<file path="src/rtl/core/setcs_pkg.sv">
`timescale 1ns / 1ps
`default_nettype none
// ----------------------------------------------------------------------------
// setcs_pkg
// Shared sizes, types and helpers of the sorted event table search unit.
// ----------------------------------------------------------------------------
package setcs_pkg;

   localparam int TABLE_DEPTH = 4096;
   localparam int KIND_BITS   = 4;

   localparam int TIME_W      = 28;
   localparam int KIND_PORT_W = 4;
   localparam int POS_W       = 12;
   localparam int OP_W        = 2;

   localparam int IDX_W       = $clog2(TABLE_DEPTH);
   localparam int CNT_W       = IDX_W + 1;

   typedef enum logic [OP_W-1:0] {
      OP_LOAD = 2'd0,
      OP_SKIP = 2'd1,
      OP_JUMP = 2'd2,
      OP_GET  = 2'd3
   } op_type;

   typedef logic [IDX_W-1:0] idx_type;
   typedef logic [CNT_W-1:0] cnt_type;

   typedef struct packed {
      logic [TIME_W-1:0]    stamp;
      logic [KIND_BITS-1:0] kind;
   } entry_type;

   typedef struct packed {
      logic      valid;
      entry_type entry;
   } before_type;

   typedef struct packed {
      logic       found;
      entry_type  entry;
      idx_type    pos;
      before_type prev;
   } res_type;

   typedef struct packed {
      logic      wr_en;
      idx_type   wr_addr;
      entry_type wr_data;
      logic      rd_en;
      idx_type   rd_addr;
   } mem_req_type;

   function automatic logic [KIND_PORT_W-1:0] kind_to_port(input logic [KIND_BITS-1:0] k);
      logic [7:0] w;
      w = 8'(k);
      return w[KIND_PORT_W-1:0];
   endfunction

   function automatic logic [KIND_BITS-1:0] kind_from_port(input logic [KIND_PORT_W-1:0] k);
      logic [7:0] w;
      w = 8'(k);
      return w[KIND_BITS-1:0];
   endfunction

   function automatic logic [POS_W-1:0] pos_to_port(input idx_type p);
      logic [31:0] w;
      w = 32'(p);
      return w[POS_W-1:0];
   endfunction

   function automatic idx_type idx_from_port(input logic [POS_W-1:0] p);
      logic [31:0] w;
      w = 32'(p);
      return w[IDX_W-1:0];
   endfunction

endpackage
`default_nettype wire

</file>
<file path="src/rtl/core/setcs_ctrl.sv">
`timescale 1ns / 1ps
`default_nettype none
// ----------------------------------------------------------------------------
// setcs_ctrl
// Sequencer: append, lower-bound search one probe per cycle, indexed read,
// cursor and previous-entry tracking.
// ----------------------------------------------------------------------------
module setcs_ctrl (
   input  wire logic                          clock,
   input  wire logic                          reset,
   input  wire logic                          start,
   input  wire logic [setcs_pkg::OP_W-1:0]    req_operation,
   input  wire logic [setcs_pkg::TIME_W-1:0]  req_event_time,
   input  wire logic [setcs_pkg::KIND_PORT_W-1:0] req_event_kind,
   input  wire logic [setcs_pkg::POS_W-1:0]   req_entry_index,
   output logic                               busy,
   output logic                               done,
   output setcs_pkg::res_type                 result,
   output setcs_pkg::mem_req_type             mem_req,
   input  setcs_pkg::entry_type               mem_rd
);
   import setcs_pkg::*;

   typedef enum logic [3:0] {
      S_IDLE   = 4'b0001,
      S_SEARCH = 4'b0010,
      S_PREV   = 4'b0100,
      S_GET    = 4'b1000
   } state_type;

   typedef struct packed {
      entry_type entry;
      idx_type   pos;
   } hit_type;

   function automatic idx_type mid_of(input cnt_type lo, input cnt_type hi);
      logic [CNT_W:0] s;
      s = {1'b0, lo} + {1'b0, hi};
      return s[IDX_W:1];
   endfunction

   state_type         state_ff, state_in;
   cnt_type           count_ff, count_in;
   idx_type           cursor_ff, cursor_in;
   logic [TIME_W-1:0] last_ff, last_in;
   cnt_type           lo_ff, lo_in;
   cnt_type           hi_ff, hi_in;
   idx_type           mid_ff, mid_in;
   logic [TIME_W-1:0] key_ff, key_in;
   hit_type           hit_ff, hit_in;
   before_type        before_ff, before_in;

   op_type  op;
   cnt_type lo_start;
   cnt_type lo_n;
   cnt_type hi_n;
   logic    less;

   assign op       = op_type'(req_operation);
   assign lo_start = (op == OP_JUMP) ? '0 : CNT_W'(cursor_ff);
   assign less     = mem_rd.stamp < key_ff;
   assign lo_n     = less ? CNT_W'(mid_ff) + CNT_W'(1) : lo_ff;
   assign hi_n     = less ? hi_ff : CNT_W'(mid_ff);

   always_comb begin
      state_in  = state_ff;
      count_in  = count_ff;
      cursor_in = cursor_ff;
      last_in   = last_ff;
      lo_in     = lo_ff;
      hi_in     = hi_ff;
      mid_in    = mid_ff;
      key_in    = key_ff;
      hit_in    = hit_ff;
      before_in = before_ff;
      mem_req   = '0;
      done      = 1'b0;
      result    = '0;

      unique case (state_ff)
         S_IDLE: begin
            if (start) begin
               case (op)
                  OP_LOAD: begin
                     done = 1'b1;
                     if (count_ff != CNT_W'(TABLE_DEPTH) &&
                         (count_ff == '0 || req_event_time > last_ff)) begin
                        mem_req.wr_en         = 1'b1;
                        mem_req.wr_addr       = count_ff[IDX_W-1:0];
                        mem_req.wr_data.stamp = req_event_time;
                        mem_req.wr_data.kind  = kind_from_port(req_event_kind);
                        count_in              = count_ff + CNT_W'(1);
                        last_in               = req_event_time;
                        result.found          = 1'b1;
                        result.pos            = count_ff[IDX_W-1:0];
                     end
                  end
                  OP_SKIP, OP_JUMP: begin
                     if (op == OP_JUMP) begin
                        cursor_in = '0;
                        before_in = '0;
                     end
                     key_in = req_event_time;
                     if (lo_start < count_ff) begin
                        lo_in           = lo_start;
                        hi_in           = count_ff;
                        mid_in          = mid_of(lo_start, count_ff);
                        mem_req.rd_en   = 1'b1;
                        mem_req.rd_addr = mid_of(lo_start, count_ff);
                        state_in        = S_SEARCH;
                     end else begin
                        done = 1'b1;
                     end
                  end
                  OP_GET: begin
                     if (32'(req_entry_index) < 32'(count_ff)) begin
                        mem_req.rd_en   = 1'b1;
                        mem_req.rd_addr = idx_from_port(req_entry_index);
                        hit_in.pos      = idx_from_port(req_entry_index);
                        state_in        = S_GET;
                     end else begin
                        done = 1'b1;
                     end
                  end
                  default: begin
                     done = 1'b1;
                  end
               endcase
            end
         end
         S_SEARCH: begin
            lo_in = lo_n;
            hi_in = hi_n;
            if (!less) begin
               hit_in.entry = mem_rd;
               hit_in.pos   = mid_ff;
            end
            if (lo_n < hi_n) begin
               mid_in          = mid_of(lo_n, hi_n);
               mem_req.rd_en   = 1'b1;
               mem_req.rd_addr = mid_of(lo_n, hi_n);
            end else if (lo_n < count_ff) begin
               if (lo_n != '0) begin
                  mem_req.rd_en   = 1'b1;
                  mem_req.rd_addr = IDX_W'(lo_n - CNT_W'(1));
                  state_in        = S_PREV;
               end else begin
                  // hit at the first entry: nothing before it
                  cursor_in    = '0;
                  before_in    = '0;
                  done         = 1'b1;
                  result.found = 1'b1;
                  result.entry = hit_in.entry;
                  result.pos   = hit_in.pos;
                  state_in     = S_IDLE;
               end
            end else begin
               done     = 1'b1;
               state_in = S_IDLE;
            end
         end
         S_PREV: begin
            cursor_in       = hit_ff.pos;
            before_in.valid = 1'b1;
            before_in.entry = mem_rd;
            done            = 1'b1;
            result.found    = 1'b1;
            result.entry    = hit_ff.entry;
            result.pos      = hit_ff.pos;
            state_in        = S_IDLE;
         end
         S_GET: begin
            done         = 1'b1;
            result.found = 1'b1;
            result.entry = mem_rd;
            result.pos   = hit_ff.pos;
            state_in     = S_IDLE;
         end
         default: begin
            state_in = S_IDLE;
         end
      endcase

      result.prev = before_in;
   end

   always_ff @(posedge clock) begin
      if (reset) begin
         state_ff  <= S_IDLE;
         count_ff  <= '0;
         cursor_ff <= '0;
         before_ff <= '0;
      end else begin
         state_ff  <= state_in;
         count_ff  <= count_in;
         cursor_ff <= cursor_in;
         before_ff <= before_in;
      end
   end

   always_ff @(posedge clock) begin
      last_ff <= last_in;
      lo_ff   <= lo_in;
      hi_ff   <= hi_in;
      mid_ff  <= mid_in;
      key_ff  <= key_in;
      hit_ff  <= hit_in;
   end

   assign busy = (state_ff != S_IDLE);

`ifndef SYNTHESIS
   a_cursor_in_table: assert property (@(posedge clock) disable iff (reset)
      cursor_ff == '0 || CNT_W'(cursor_ff) < count_ff)
      else $error("cursor points past loaded entries");

   a_before_tracks_cursor: assert property (@(posedge clock) disable iff (reset)
      before_ff.valid == (cursor_ff != '0))
      else $error("previous entry flag out of step with cursor");

   a_search_window: assert property (@(posedge clock) disable iff (reset)
      state_ff == S_SEARCH |-> lo_ff < hi_ff && hi_ff <= count_ff)
      else $error("search window empty or beyond table");

   a_count_bound: assert property (@(posedge clock) disable iff (reset)
      count_ff <= CNT_W'(TABLE_DEPTH))
      else $error("entry count above table depth");

   a_done_returns_idle: assert property (@(posedge clock) disable iff (reset)
      done |=> state_ff == S_IDLE)
      else $error("sequencer not idle after result");
`endif

endmodule
`default_nettype wire
</file>
<file path="config.mk">
export PLATFORM = sky130hd
export DESIGN_NAME = setcs_ctrl
export DESIGN_NICKNAME = d
export VERILOG_FILES = /design/src/rtl/core/setcs_pkg.sv /design/src/rtl/core/setcs_ctrl.sv
export SDC_FILE = /design/constraint.sdc
export NUM_CORES = 1
export LEC_CHECK = 0
export BUFFER_PORTS_ARGS = -buffer_cell sky130_fd_sc_hd__buf_2
export CAP_MARGIN = 20
export CORE_AREA = 2 2 188 190
export CTS_CLUSTER_SIZE = 20
export DETAILED_ROUTE_END_ITERATION = 10
export DIE_AREA = 0 0 190 192
export HOLD_SLACK_MARGIN = 0.08
export SETUP_SLACK_MARGIN = 0.5
export SYNTH_ARGS = -nofsm -noshare
export SYNTH_HDL_FRONTEND = slang
export SYNTH_SLANG_ARGS = --single-unit
</file>
<file path="constraint.sdc">
create_clock -name clock -period 16.2 [get_ports clock]
set_input_delay 3.24 -clock clock [delete_from_list [all_inputs] [get_ports clock]]
set_output_delay 3.24 -clock clock [all_outputs]
set_load 0.05 [all_outputs]
</file>
==> results by group, run 1 <==
Outcome
  • Run status: complete, no violations

Synth
  • Post-synth top flop: sky130_fd_sc_hd__edfxtp_1
  • Share of synthesized flip-flops with an asynchronous set or reset: 0%
  • Simple-gate area share of the yosys netlist: 16.2%
  • Seq cells post-synth: 200
  • Post-synthesis xor/xnor area fraction: 2.71%
  • Post-Synthesis Cell Area: 13600 um2
  • Synthesized-area fraction occupied by adder cells: 12.8%
  • Post-Synthesis Cells: 1448
  • Average footprint of a synthesized cell: 9.38 um2
  • Net count of the mapped netlist: 1667
  • Post-synth top area cell: sky130_fd_sc_hd__edfxtp_1
  • Synth top area cells: sky130_fd_sc_hd__edfxtp_1 31%, sky130_fd_sc_hd__ha_1 13%, sky130_fd_sc_hd__dfxtp_1 9.1%
  • Synthesized-area fraction occupied by ao, oa, aoi and oai cells: 21.8%
  • Share of the synthesized area in the top cell type: 30.5%
  • Share of the yosys chip area belonging to registers: 39.7%
  • Combinational family with the most area after synthesis: compound AO/OA/AOI/OAI gates
  • Share of cell area taken by muxes after synthesis: 1.24%
  • Number of flops mapped to enable cells by yosys: 138
  • Count of synthesis-stage warnings from yosys: 0
  • Number of distinct library cells after synthesis: 72

STA
  • Max-slew violation count: 0
  • Headroom to the max-slew limit: 29.8%
  • Clock period minus worst slack: 12.73 ns
  • Worst-case clock skew: 0.0130 ns
  • Transition time at the pin with the least slew margin: 1.05 ns
  • Setup repair after global routing missed its margin: no
  • Fraction of the cycle the final worst path needs: 78.6%
  • Maximum frequency from static timing analysis: 0.0785 GHz
  • Setup_tns: 0 ns
  • Setup violations, final: 0
  • Final hold violation count: 0

Global routing
  • Gr ovfl total: 0
  • Vias in the first global route: 11500
  • Wire length of the first global-routing pass: 69100 um
  • Global-route usage over all layers: 25.0%
  • Maximum number of pins on one net before global-route repair: 65
  • Number of antenna violations at the first check in global routing: 2

Setup path
  • Number of buffers and inverters on the critical path: 6
  • Register-to-Register Setup Slack: 9.83 ns
  • Slowest cell on the critical path: sky130_fd_sc_hd__ha_1
  • Crit Path Max Fanout: 64
  • Critical Path, Cell by Cell: buf_2 -> ha_1 -> and4_1 -> or4b_1 -> nand2b_1 -> and4_1 -> nand2_2 -> buf_4 -> o21ai_0 -> ha_1 -> inv_1 -> a21oi_1 -> nor2_1 -> nor3_1 -> o211ai_2 -> a211oi_1 -> buf_4 -> or3_1 -> a31o_2 -> buf_4 -> a22o_1 -> buf_2
  • Register-to-Register Path Depth: 24
  • Crit end category: primary output
  • Stages on worst setup path: 22
  • Arrival time at the worst endpoint: 9.49 ns
  • Launching element type of the critical path: primary input
  • Largest stage delay on the critical path: 0.54 ns
  • CP dominant cell by count: sky130_fd_sc_hd__buf_4
  • Startpoint of the worst register-to-register path: key_ff[15]
  • Worst EP required: 12.96 ns
  • R2r endpoint: before_ff[28]
  • Category of the critical setup timing path: primary input to primary output
  • Critical Path Source: mem_rd[19]
  • Worst path top cell family by delay: simple AND/OR/NAND/NOR gates
  • Crit path capture: result[25]

Min path
  • Path type of the worst min-delay path: flip-flop to flip-flop

Finish
  • Register Area: 5390 um2
  • Multi-input gate area: 7490 um2
  • NumNets Final: 1844
  • Fraction of final layout cells with drive strength greater than 1: 18.1%
  • Post-layout utilization of the core: 45.8%
  • Most common library cell in the layout ignoring fill and taps: sky130_fd_sc_hd__buf_2
  • Post-Layout Cell Count: 2095
  • Area Growth Syn to Fin: 15.8%
  • Most used cells in the layout excluding fill and tap cells: 218 x sky130_fd_sc_hd__buf_2, 187 x sky130_fd_sc_hd__nand2_1, 138 x sky130_fd_sc_hd__edfxtp_1
  • Number of filler cells placed in the layout: 3304
  • Final design area excluding fillers: 15700 um2

Floorplan
  • Die span in x: 190 um
  • Area of the die: 36500 um2
  • Core Box Area: 34300 um2
  • Starting density of the core: 39.6%
  • Number of top-level design ports: 219
  • Number of core rows: 68
  • Die Height: 192 um

Pwr
  • P_leak: 0.00702 uW
  • Total Power: 1260 uW
  • Power density normalized to cell area: 80.0 nW/um2
  • Maximum vdd drop: 0.0710 mV

Routing
  • Initial DRC Count: 1139
  • Routed wire length per instance: 22.0 um
  • Detailed-route wire length: 46100 um
  • Overall via count from detail_route: 12100
  • Number of vias per cell: 5.79
  • Number of detailed-routing iterations run before antenna repair: 5
  • Remaining DRCs: 0
  • Number of antenna-violating nets in the routed design: 0

Clock tree
  • Number of hold-repair buffers added at the cts stage: 0
  • Inserted Clock Buffers: 17
  • Clock insertion delay at the later pin of the skew report: 0.45 ns
  • Clock-pin slew on the worst setup and hold paths: 0.08 ns
  • CTS tree: yes
  • Number of buffers on the longest clock path: 2
  • CTS resizes: 0
  • Number of setup buffers added after CTS: 0
  • Master cell of the clock root buffer: sky130_fd_sc_hd__clkbuf_16
  • Max H-tree Level: 4
  • Number of sinks on the clock net: 200

Placement
  • Post-DP HPWL: 35100 um
  • Instance area at placement: 15100 um2
  • Placed cells: 2060
  • Gp weighted congestion: 0.966
  • Total of buffers placed on input and output ports: 218

Job
  • Max-Cap Viols: 0
-- worst reg2reg max path, delay by kind of cell (launching register included) --
kind,cells,cell delay (ns)
flip-flops,1,0.33
AO/OA/AOI/OAI,9,1.59
buffers and inverters,5,1.22
adder cells (fa/ha/maj),2,0.62
AND/OR/NAND/NOR,8,2.48
-- cells in the mapped netlist (7+ instances only) --
cell type,instances
sky130_fd_sc_hd__a21oi_1,70
sky130_fd_sc_hd__nor4_1,10
sky130_fd_sc_hd__clkbuf_1,56
sky130_fd_sc_hd__a22o_1,76
sky130_fd_sc_hd__o21bai_1,7
sky130_fd_sc_hd__nand4_1,21
sky130_fd_sc_hd__xnor2_1,26
sky130_fd_sc_hd__a21boi_0,13
sky130_fd_sc_hd__nand2_1,187
sky130_fd_sc_hd__a21o_1,26
sky130_fd_sc_hd__nor2b_1,19
sky130_fd_sc_hd__nor3_1,33
sky130_fd_sc_hd__dfxtp_1,62
sky130_fd_sc_hd__edfxtp_1,138
sky130_fd_sc_hd__and3_1,10
sky130_fd_sc_hd__inv_1,113
sky130_fd_sc_hd__a221o_1,15
sky130_fd_sc_hd__nand2b_1,8
sky130_fd_sc_hd__buf_2,10
sky130_fd_sc_hd__buf_1,8
sky130_fd_sc_hd__ha_1,136
sky130_fd_sc_hd__xor2_1,16
sky130_fd_sc_hd__a22oi_1,12
sky130_fd_sc_hd__nor2_1,73
sky130_fd_sc_hd__o21a_1,11
sky130_fd_sc_hd__mux2i_1,10
sky130_fd_sc_hd__o211ai_1,7
sky130_fd_sc_hd__and4_1,7
sky130_fd_sc_hd__a31oi_1,23
sky130_fd_sc_hd__nand3_1,19
sky130_fd_sc_hd__a32o_1,33
sky130_fd_sc_hd__o21ai_0,57
sky130_fd_sc_hd__and2_1,39
-- cell type report --
type | count | share of cell area (%)
Timing Repair Buffer | 236 | 7.96
Inverter | 114 | 2.72
Tap cell | 455 | 3.62
Antenna cell | 2 | 0.0318
Multi-Input combinational cell | 1056 | 47.7
Clock inverter | 14 | 1.02
Clock buffer | 18 | 2.73
Sequential cell | 200 | 34.3
-- cell families after synthesis --
family	Yosys count
DFF	200
xor gates and xnor gates	42
muxes	16
buffers and inverters	192
and+or+nand+nor	457
adders and majority gates	138
AOI/OAI and AO/OA	403
-- worst min-delay path by stage --
stage,start,endpoint,slack [ns],cells past startpoint
floorplan,cursor_ff[0],cursor_ff[0],0.43,1
global placement,cursor_ff[11],cursor_ff[11],0.45,1
detailed placement,cursor_ff[2],cursor_ff[2],0.45,1
CTS,cursor_ff[10],cursor_ff[10],0.47,1
global route,cursor_ff[1],cursor_ff[1],0.49,1
finish,cursor_ff[3],cursor_ff[3],0.48,1
-- per-layer routing --
| metal | up-vias | global-route usage [%] | routed length, um |
|---|---|---|---|
| li1 | 5686 | - | - |
| met4 | 0 | 7.75 | 1210 |
| met1 | 5837 | 35.9 | 21100 |
| met5 | - | 0 | 0 |
| met2 | 527 | 37.5 | 20100 |
| met3 | 74 | 5.13 | 3680 |
-- stage by stage --
stage | hold WS, ns | worst slack [ns]
2_1_floorplan | 0.435 | 4.31
5_1_grt | 0.491 | 3.10
4_1_cts | 0.474 | 3.54
3_5_place_dp | 0.447 | 3.55
6_report | 0.476 | 3.47
3_3_place_gp | 0.449 | 3.58
-- flip-flops by register name, indices dropped and copies added, names as in the netlist, 13 cells and up --
register	cells
last_ff	28
before_ff	33
count_ff	13
key_ff	28
lo_ff	13
hit_ff	44
hi_ff	13
-- report_power, final --
group          total [uW]  internal (uW)  switching [uW]  leakage [uW]
logic                 253           82.1             171       0.00497
registers             565            558            6.43       0.00177
clock network         440            220             220      0.000283
(Power assumes the default switching activity.)
==> run 2, diff against run 1 <==
==> constraint.sdc (replaced) <==
create_clock -name clock -period 12.8 [get_ports clock]
set_input_delay 2.56 -clock clock [delete_from_list [all_inputs] [get_ports clock]]
set_output_delay 2.56 -clock clock [all_outputs]
set_load 0.05 [all_outputs]
==> run 2 against run 1 <==
Design area is the same; core utilization is the same; wire length grew 2.1%; critical path depth grew 3; worst setup slack lost 1.9 ns; largest cell class unchanged.
==> results by group, run 2 (synthesis gave the netlist of run 1 again) <==
STA
  • Setup repair after global routing missed its margin: no (unchanged)
  • Headroom to the max-slew limit: 32.4% (was 29.8%)
  • Transition time at the pin with the least slew margin: 1.01 ns (was 1.05 ns)
  • Max-slew violation count: 0 (unchanged)
  • Setup_tns: 0 ns (unchanged)
  • Maximum frequency from static timing analysis: 0.0891 GHz
  • Setup violations, final: 0 (unchanged)
  • Clock period minus worst slack: 11.23 ns
  • Fraction of the cycle the final worst path needs: 87.7%
  • Worst-case clock skew: 0.0125 ns (was 0.0130 ns)
  • Final hold violation count: 0 (unchanged)
  • Post-route worst setup slack: 1.57 ns (was 3.47 ns)

Min path
  • Hold-critical path endpoint: cursor_ff[9] (was cursor_ff[3])
  • Cell depth of the worst min-delay path: 1 (unchanged)
  • Beginning of the worst hold path: cursor_ff[9] (was cursor_ff[3])
  • Path type of the worst min-delay path: flip-flop to flip-flop (unchanged)

Finish
  • Register Area: 5390 um2 (unchanged)
  • Biggest register: hit_ff (unchanged)
  • Post-layout utilization of the core: 45.8% (unchanged)
  • Fraction of final layout cells with drive strength greater than 1: 18.4% (was 18.1%)
  • Largest register FFs: 44 (unchanged)
  • Area Growth Syn to Fin: 15.8% (unchanged)
  • Number of filler cells placed in the layout: 3293 (was 3304)
  • NumNets Final: 1848 (was 1844)
  • Most used cells in the layout excluding fill and tap cells: 218 x sky130_fd_sc_hd__buf_2, 187 x sky130_fd_sc_hd__nand2_1, 138 x sky130_fd_sc_hd__edfxtp_1 (unchanged)
  • Multi-input gate area: 7490 um2 (unchanged)
  • Most common library cell in the layout ignoring fill and taps: sky130_fd_sc_hd__buf_2 (unchanged)
  • Largest registers: hit_ff (44), before_ff (33) (unchanged)

Clock tree
  • Inserted Clock Buffers: 17 (unchanged)
  • Master cell of the clock root buffer: sky130_fd_sc_hd__clkbuf_16 (unchanged)
  • Number of hold-repair buffers added at the cts stage: 0 (unchanged)
  • Number of sinks on the clock net: 200 (unchanged)
  • Clock insertion delay at the later pin of the skew report: 0.44 ns (was 0.45 ns)
  • CTS tree: yes (unchanged)
  • Number of setup buffers added after CTS: 0 (unchanged)
  • Number of buffers on the longest clock path: 2 (unchanged)
  • Clock-pin slew on the worst setup and hold paths: 0.08 ns (about the same)
  • Max H-tree Level: 4 (unchanged)
  • CTS resizes: 0 (unchanged)

Placement
  • Worst Setup Slack post-DPL: 1.66 ns (was 3.55 ns)
  • Gp weighted congestion: 0.950 (was 0.966)
  • Post-DP HPWL: 35800 um (was 35100 um)
  • Total of buffers placed on input and output ports: 218 (unchanged)

Setup path
  • Crit Path Max Fanout: 32 (was 64)
  • Launching element type of the critical path: primary input (unchanged)
  • Arrival time at the worst endpoint: 8.67 ns (was 9.49 ns)
  • Startpoint of the worst register-to-register path: key_ff[23] (was key_ff[15])
  • Largest stage delay on the critical path: 0.62 ns (was 0.54 ns)
  • Category of the critical setup timing path: primary input to primary output (unchanged)
  • Worst EP required: 10.24 ns (was 12.96 ns)
  • Register-to-Register Setup Slack: 6.52 ns (was 9.83 ns)
  • R2r endpoint: before_ff[8] (was before_ff[28])
  • Register-to-Register Path Depth: 24 (unchanged)
  • CP dominant cell by count: sky130_fd_sc_hd__a21oi_1 (was sky130_fd_sc_hd__buf_4)
  • Crit end category: primary output (unchanged)
  • Slowest cell on the critical path: sky130_fd_sc_hd__a31o_2 (was sky130_fd_sc_hd__ha_1)

Routing
  • Number of detailed-routing iterations run before antenna repair: 5 (unchanged)
  • Number of vias per cell: 5.82 (was 5.79)
  • Overall via count from detail_route: 12200 (was 12100)
  • Remaining DRCs: 0 (unchanged)
  • Number of antenna-violating nets in the routed design: 0 (unchanged)
  • Routed wire length per instance: 22.4 um (was 22.0 um)
  • Initial DRC Count: 1122 (was 1139)
  • Detailed-route wire length: 47000 um (was 46100 um)

Global routing
  • Global-route usage over all layers: 25.4% (was 25.0%)
  • Maximum number of pins on one net before global-route repair: 61 (was 65)
  • GR Util met2: 38.4% (was 37.5%)
  • Vias in the first global route: 11300 (was 11500)
  • Gr ovfl total: 0 (unchanged)
  • Global routing met3 resource utilization: 3.98% (was 5.13%)
  • GRT busiest layer: met2 (unchanged)
  • Number of antenna violations at the first check in global routing: 3 (was 2)
  • Wire length of the first global-routing pass: 69700 um (was 69100 um)
  • Met1 track utilization from global routing: 37.1% (was 35.9%)

Floorplan
  • Die span in x: 190 um (unchanged)
  • Starting density of the core: 39.6% (unchanged)
  • Number of top-level design ports: 219 (unchanged)
  • Area of the die: 36500 um2 (unchanged)
  • Core Box Area: 34300 um2 (unchanged)
  • Die Height: 192 um (unchanged)
  • Number of core rows: 68 (unchanged)

Pwr
  • P_leak: 0.00703 uW (was 0.00702 uW)
  • Maximum vdd drop: 0.0950 mV (was 0.0710 mV)
  • Power density normalized to cell area: 99.9 nW/um2 (was 80.0 nW/um2)

Outcome
  • Run status: complete, no violations (unchanged)

Job
  • Max-Cap Viols: 0 (unchanged)
## run 2: cell type report
cell class                 instances  share of cell area [%]
sequential                       200                    34.3
antenna                            3                  0.0478
inverter                         114                    2.72
multi-input combinational       1056                    47.7
clock buffer                      19                    2.75
tap                              455                    3.62
timing repair buffer             240                    8.07
clock inverter                    13                   0.868
## run 2: worst max path at each step
stage | start | to | slack (ns) | depth (start not counted)
after floorplan | mem_rd[31] | mem_req[10] | 2.27 | 22
after global placement | mem_rd[27] | result[76] | 1.83 | 25
after detailed placement | mem_rd[27] | result[76] | 1.66 | 25
after CTS | mem_rd[27] | result[76] | 1.64 | 25
after global routing | mem_rd[6] | result[76] | 1.18 | 22
final | mem_rd[27] | result[76] | 1.57 | 25
## run 2: routing by layer
metal	wire length [um]	part of all wire [%]
met3	3960	8.4
met5	0	0
met2	20800	44
met4	1010	2.1
met1	21200	45
## run 2: power by group
part,switching [uW],internal [uW]
Sequential,9.42,707
Clock,273,259
Combinational,216,106
Total,499,1070
## run 2: through the flow
step	instances	hold WS, ns	cell area [um2]	total power, uW
2_1_floorplan	1448	0.435	13600	941
3_3_place_gp	2064	0.448	15100	1040
3_5_place_dp	2064	0.448	15100	1050
4_1_cts	2096	0.474	15700	1570
5_1_grt	2098	0.488	15700	1630
6_report	2100	0.473	15700	1570
## run 2: critical path: cells and delay by family
family	cells	cell delay, ns
buf+inv	6	1.36
compound gates	9	1.83
simple gates	8	2.16
fa+ha+maj	2	0.72
==> run 3, diff against run 2 <==
--- a/config.mk
+++ b/config.mk
@@ -5,12 +5,13 @@
 export SDC_FILE = /design/constraint.sdc
 export NUM_CORES = 1
 export LEC_CHECK = 0
+export ABC_AREA = 1
 export BUFFER_PORTS_ARGS = -buffer_cell sky130_fd_sc_hd__buf_2
 export CAP_MARGIN = 20
-export CORE_AREA = 2 2 188 190
+export CORE_AREA = 2 2 199 201
 export CTS_CLUSTER_SIZE = 20
 export DETAILED_ROUTE_END_ITERATION = 10
-export DIE_AREA = 0 0 190 192
+export DIE_AREA = 0 0 201 203
 export HOLD_SLACK_MARGIN = 0.08
 export SETUP_SLACK_MARGIN = 0.5
 export SYNTH_ARGS = -nofsm -noshare
==> run 3 against run 2 <==
Via count up 22%; combinational power rose to 6.8 times the previous value; sequential share of layout area down 3.3 points; wire length up 20%.
==> results by group, run 3 <==
Placement
  • Post-DP HPWL: 43300 um (was 35800 um)
  • Total of buffers placed on input and output ports: 218 (unchanged)
  • Gp weighted congestion: 1.04 (was 0.950)
  • Worst Setup Slack post-DPL: 2.63 ns (was 1.66 ns)

STA
  • Worst-case clock skew: 0.0189 ns (was 0.0125 ns)
  • Post-route worst setup slack: 2.55 ns (was 1.57 ns)
  • Transition time at the pin with the least slew margin: 1.08 ns (was 1.01 ns)
  • Setup violations, final: 0 (unchanged)
  • Setup repair after global routing missed its margin: no (unchanged)
  • Setup_tns: 0 ns (unchanged)
  • Max-slew violation count: 0 (unchanged)
  • Headroom to the max-slew limit: 27.8% (was 32.4%)
  • Final hold violation count: 0 (unchanged)
  • Maximum frequency from static timing analysis: 0.0975 GHz (was 0.0891 GHz)
  • Worst Hold Margin: 0.488 ns (was 0.473 ns)
  • Fraction of the cycle the final worst path needs: 80.1% (was 87.7%)
  • Clock period minus worst slack: 10.25 ns (was 11.23 ns)

Floorplan
  • Core Box Area: 38500 um2 (was 34300 um2)
  • Die span in x: 201 um (was 190 um)
  • Area of the die: 40800 um2 (was 36500 um2)
  • Number of core rows: 72 (was 68)
  • Die Height: 203 um (was 192 um)
  • Number of top-level design ports: 219 (unchanged)
  • Starting density of the core: 39.7% (was 39.6%)

Setup path
  • Register-to-Register Path Depth: 24 (unchanged)
  • Slowest cell on the critical path: sky130_fd_sc_hd__buf_4 (was sky130_fd_sc_hd__a31o_2)
  • Critical Path Source: mem_rd[30] (was mem_rd[27])
  • Category of the critical setup timing path: primary input to primary output (unchanged)
  • Critical Path, Cell by Cell: buf_2 -> ha_1 -> nand2_1 -> nor2_2 -> nand2_2 -> nor3_2 -> nand2_2 -> nand2_4 -> buf_4 -> o21ai_0 -> ha_1 -> nand2_1 -> nor3_1 -> nand3_1 -> nor3_1 -> nand2_1 -> nand2_2 -> nand2_4 -> o221ai_1 -> buf_2
  • Arrival time at the worst endpoint: 7.69 ns (was 8.67 ns)
  • Crit end category: primary output (unchanged)
  • Launching element type of the critical path: primary input (unchanged)
  • Register-to-Register Setup Slack: 7.45 ns (was 6.52 ns)
  • Crit Path Max Fanout: 80 (was 32)
  • Startpoint of the worst register-to-register path: key_ff[11] (was key_ff[23])
  • Largest stage delay on the critical path: 0.73 ns (was 0.62 ns)
  • Worst EP required: 10.24 ns (about the same)

Synth
  • Share of synthesized flip-flops with an asynchronous set or reset: 0% (unchanged)
  • Share of the yosys chip area belonging to registers: 35.3% (was 39.7%)
  • Synth top area cells: sky130_fd_sc_hd__edfxtp_1 27%, sky130_fd_sc_hd__nand2_1 14%, sky130_fd_sc_hd__ha_1 11% (was sky130_fd_sc_hd__edfxtp_1 31%, sky130_fd_sc_hd__ha_1 13%, sky130_fd_sc_hd__dfxtp_1 9.1%)
  • Seq cells post-synth: 200 (unchanged)
  • Number of flops mapped to enable cells by yosys: 138 (unchanged)
  • Net count of the mapped netlist: 2338 (was 1667)
  • Average footprint of a synthesized cell: 7.20 um2 (was 9.38 um2)
  • List of most frequent post-synthesis cells: 550 x sky130_fd_sc_hd__nand2_1, 363 x sky130_fd_sc_hd__inv_1, 196 x sky130_fd_sc_hd__nor2_1, 138 x sky130_fd_sc_hd__edfxtp_1 (was 187 x sky130_fd_sc_hd__nand2_1, 138 x sky130_fd_sc_hd__edfxtp_1, 136 x sky130_fd_sc_hd__ha_1, 113 x sky130_fd_sc_hd__inv_1, 76 x sky130_fd_sc_hd__a22o_1)
  • Count of synthesis-stage warnings from yosys: 0 (unchanged)
  • Number of distinct library cells after synthesis: 48 (was 72)
  • Share of the synthesized area in the top cell type: 27.2% (was 30.5%)
  • Post-synth top flop: sky130_fd_sc_hd__edfxtp_1 (unchanged)
  • Post-Synthesis Cells: 2119 (was 1448)
  • Post-synth top area cell: sky130_fd_sc_hd__edfxtp_1 (unchanged)
  • Top-count cell post-synth: sky130_fd_sc_hd__nand2_1 (unchanged)
  • Post-Synthesis Cell Area: 15300 um2 (was 13600 um2)

Global routing
  • Number of antenna violations at the first check in global routing: 5 (was 3)
  • Maximum number of pins on one net before global-route repair: 81 (was 61)
  • Global-route usage over all layers: 27.3% (was 25.4%)
  • Gr ovfl total: 0 (unchanged)
  • Vias in the first global route: 13800 (was 11300)
  • Wire length of the first global-routing pass: 84300 um (was 69700 um)

Finish
  • Fraction of final layout cells with drive strength greater than 1: 14.5% (was 18.4%)
  • Area Growth Syn to Fin: 14.0% (was 15.8%)
  • Largest register FFs: 44 (unchanged)
  • Most used cells in the layout excluding fill and tap cells: 549 x sky130_fd_sc_hd__nand2_1, 362 x sky130_fd_sc_hd__inv_1, 218 x sky130_fd_sc_hd__buf_2 (was 218 x sky130_fd_sc_hd__buf_2, 187 x sky130_fd_sc_hd__nand2_1, 138 x sky130_fd_sc_hd__edfxtp_1)
  • Most common library cell in the layout ignoring fill and taps: sky130_fd_sc_hd__nand2_1 (was sky130_fd_sc_hd__buf_2)
  • NumNets Final: 2511 (was 1848)
  • Post-layout utilization of the core: 45.2% (was 45.8%)
  • Biggest register: hit_ff (unchanged)
  • Largest registers: hit_ff (44), before_ff (33) (unchanged)

Clock tree
  • Clock insertion delay at the later pin of the skew report: 0.47 ns (was 0.44 ns)
  • Number of sinks on the clock net: 200 (unchanged)
  • Max H-tree Level: 4 (unchanged)
  • Number of hold-repair buffers added at the cts stage: 0 (unchanged)
  • Master cell of the clock root buffer: sky130_fd_sc_hd__clkbuf_16 (unchanged)
  • CTS tree: yes (unchanged)
  • CTS resizes: 0 (unchanged)
  • Clock-pin slew on the worst setup and hold paths: 0.08 ns (about the same)
  • Number of buffers on the longest clock path: 2 (unchanged)
  • Number of setup buffers added after CTS: 0 (unchanged)
  • Inserted Clock Buffers: 17 (unchanged)

Routing
  • Number of detailed-routing iterations run before antenna repair: 6 (was 5)
  • Number of antenna-violating nets in the routed design: 0 (unchanged)
  • Routed wire length per instance: 19.9 um (was 22.4 um)
  • Remaining DRCs: 0 (unchanged)
  • Overall via count from detail_route: 14900 (was 12200)
  • Initial DRC Count: 1618 (was 1122)
  • Number of vias per cell: 5.28 (was 5.82)
  • Detailed-route wire length: 56200 um (was 47000 um)

Pwr
  • P_leak: 0.00873 uW (was 0.00703 uW)
  • Maximum vdd drop: 0.183 mV (was 0.0950 mV)
  • Power density normalized to cell area: 217 nW/um2 (was 99.9 nW/um2)

Outcome
  • Run status: complete, no violations (unchanged)

Min path
  • Beginning of the worst hold path: cursor_ff[2] (was cursor_ff[9])
  • Path type of the worst min-delay path: flip-flop to flip-flop (unchanged)
  • Cell depth of the worst min-delay path: 2 (was 1)

Job
  • Max-Cap Viols: 0 (unchanged)
## run 3: cell count changes in the layout (fill, tap and decap cells not counted), sizes merged, moves of 50 or more
cell / delta
nand2: +388
nor2: +137
nand3: +122
a22o: -76
inv: +252
o21ai: +50
## run 3: kinds of logic after synthesis
group	synth area share [%]
buffers and inverters	11.6
and+or+nand+nor	27.9
DFF	35.3
xor gates and xnor gates	1.78
AOI/OAI and AO/OA	12.0
adders and majority gates	11.4
## run 3: through the flow
step	cell area [um2]	instances	total power, uW
2_1_floorplan	15300	2119	2550
5_1_grt	17400	2825	4020
3_5_place_dp	16800	2791	3180
4_1_cts	17400	2823	3750
3_3_place_gp	16800	2791	3170
6_report	17400	2825	3770
## run 3: layout make-up
type                            instances  area, um2
Antenna cell                            2       5.00
Clock buffer                           17        425
Clock inverter                         15        180
Fill cell                            4002      21100
Inverter                              369       1390
Multi-Input combinational cell       1468       8140
Sequential cell                       200       5390
Tap cell                              518        648
Timing Repair Buffer                  236       1230
## run 3: per-layer routing
metal	GRT usage [%]	share of wire, %
met4	10.3	3.0
met2	41.5	44
met3	4.67	8.3
met1	38.8	45
met5	0	0
## run 3: final timing paths
| path | to |
|---|---|
| setup reg to reg | cursor_ff[8] |
| hold / removal | cursor_ff[2] |
| hold reg to reg | cursor_ff[2] |
| setup / recovery | result[40] |
## run 3: critical path, delay by kind of cell
kind / cells / cell delay [ns]
AND/OR/NAND/NOR: 13 / 2.31
buffers and inverters: 3 / 1.26
AO/OA/AOI/OAI: 2 / 0.79
adder cells (fa/ha/maj): 2 / 0.75
## run 3: power by group
group	leakage (uW)	total, uW	switching [uW]	internal [uW]
Sequential	0.00178	1000	105	895
Combinational	0.00666	2200	1630	576
Clock	0.000292	568	288	280
Total	0.00873	3770	2020	1750
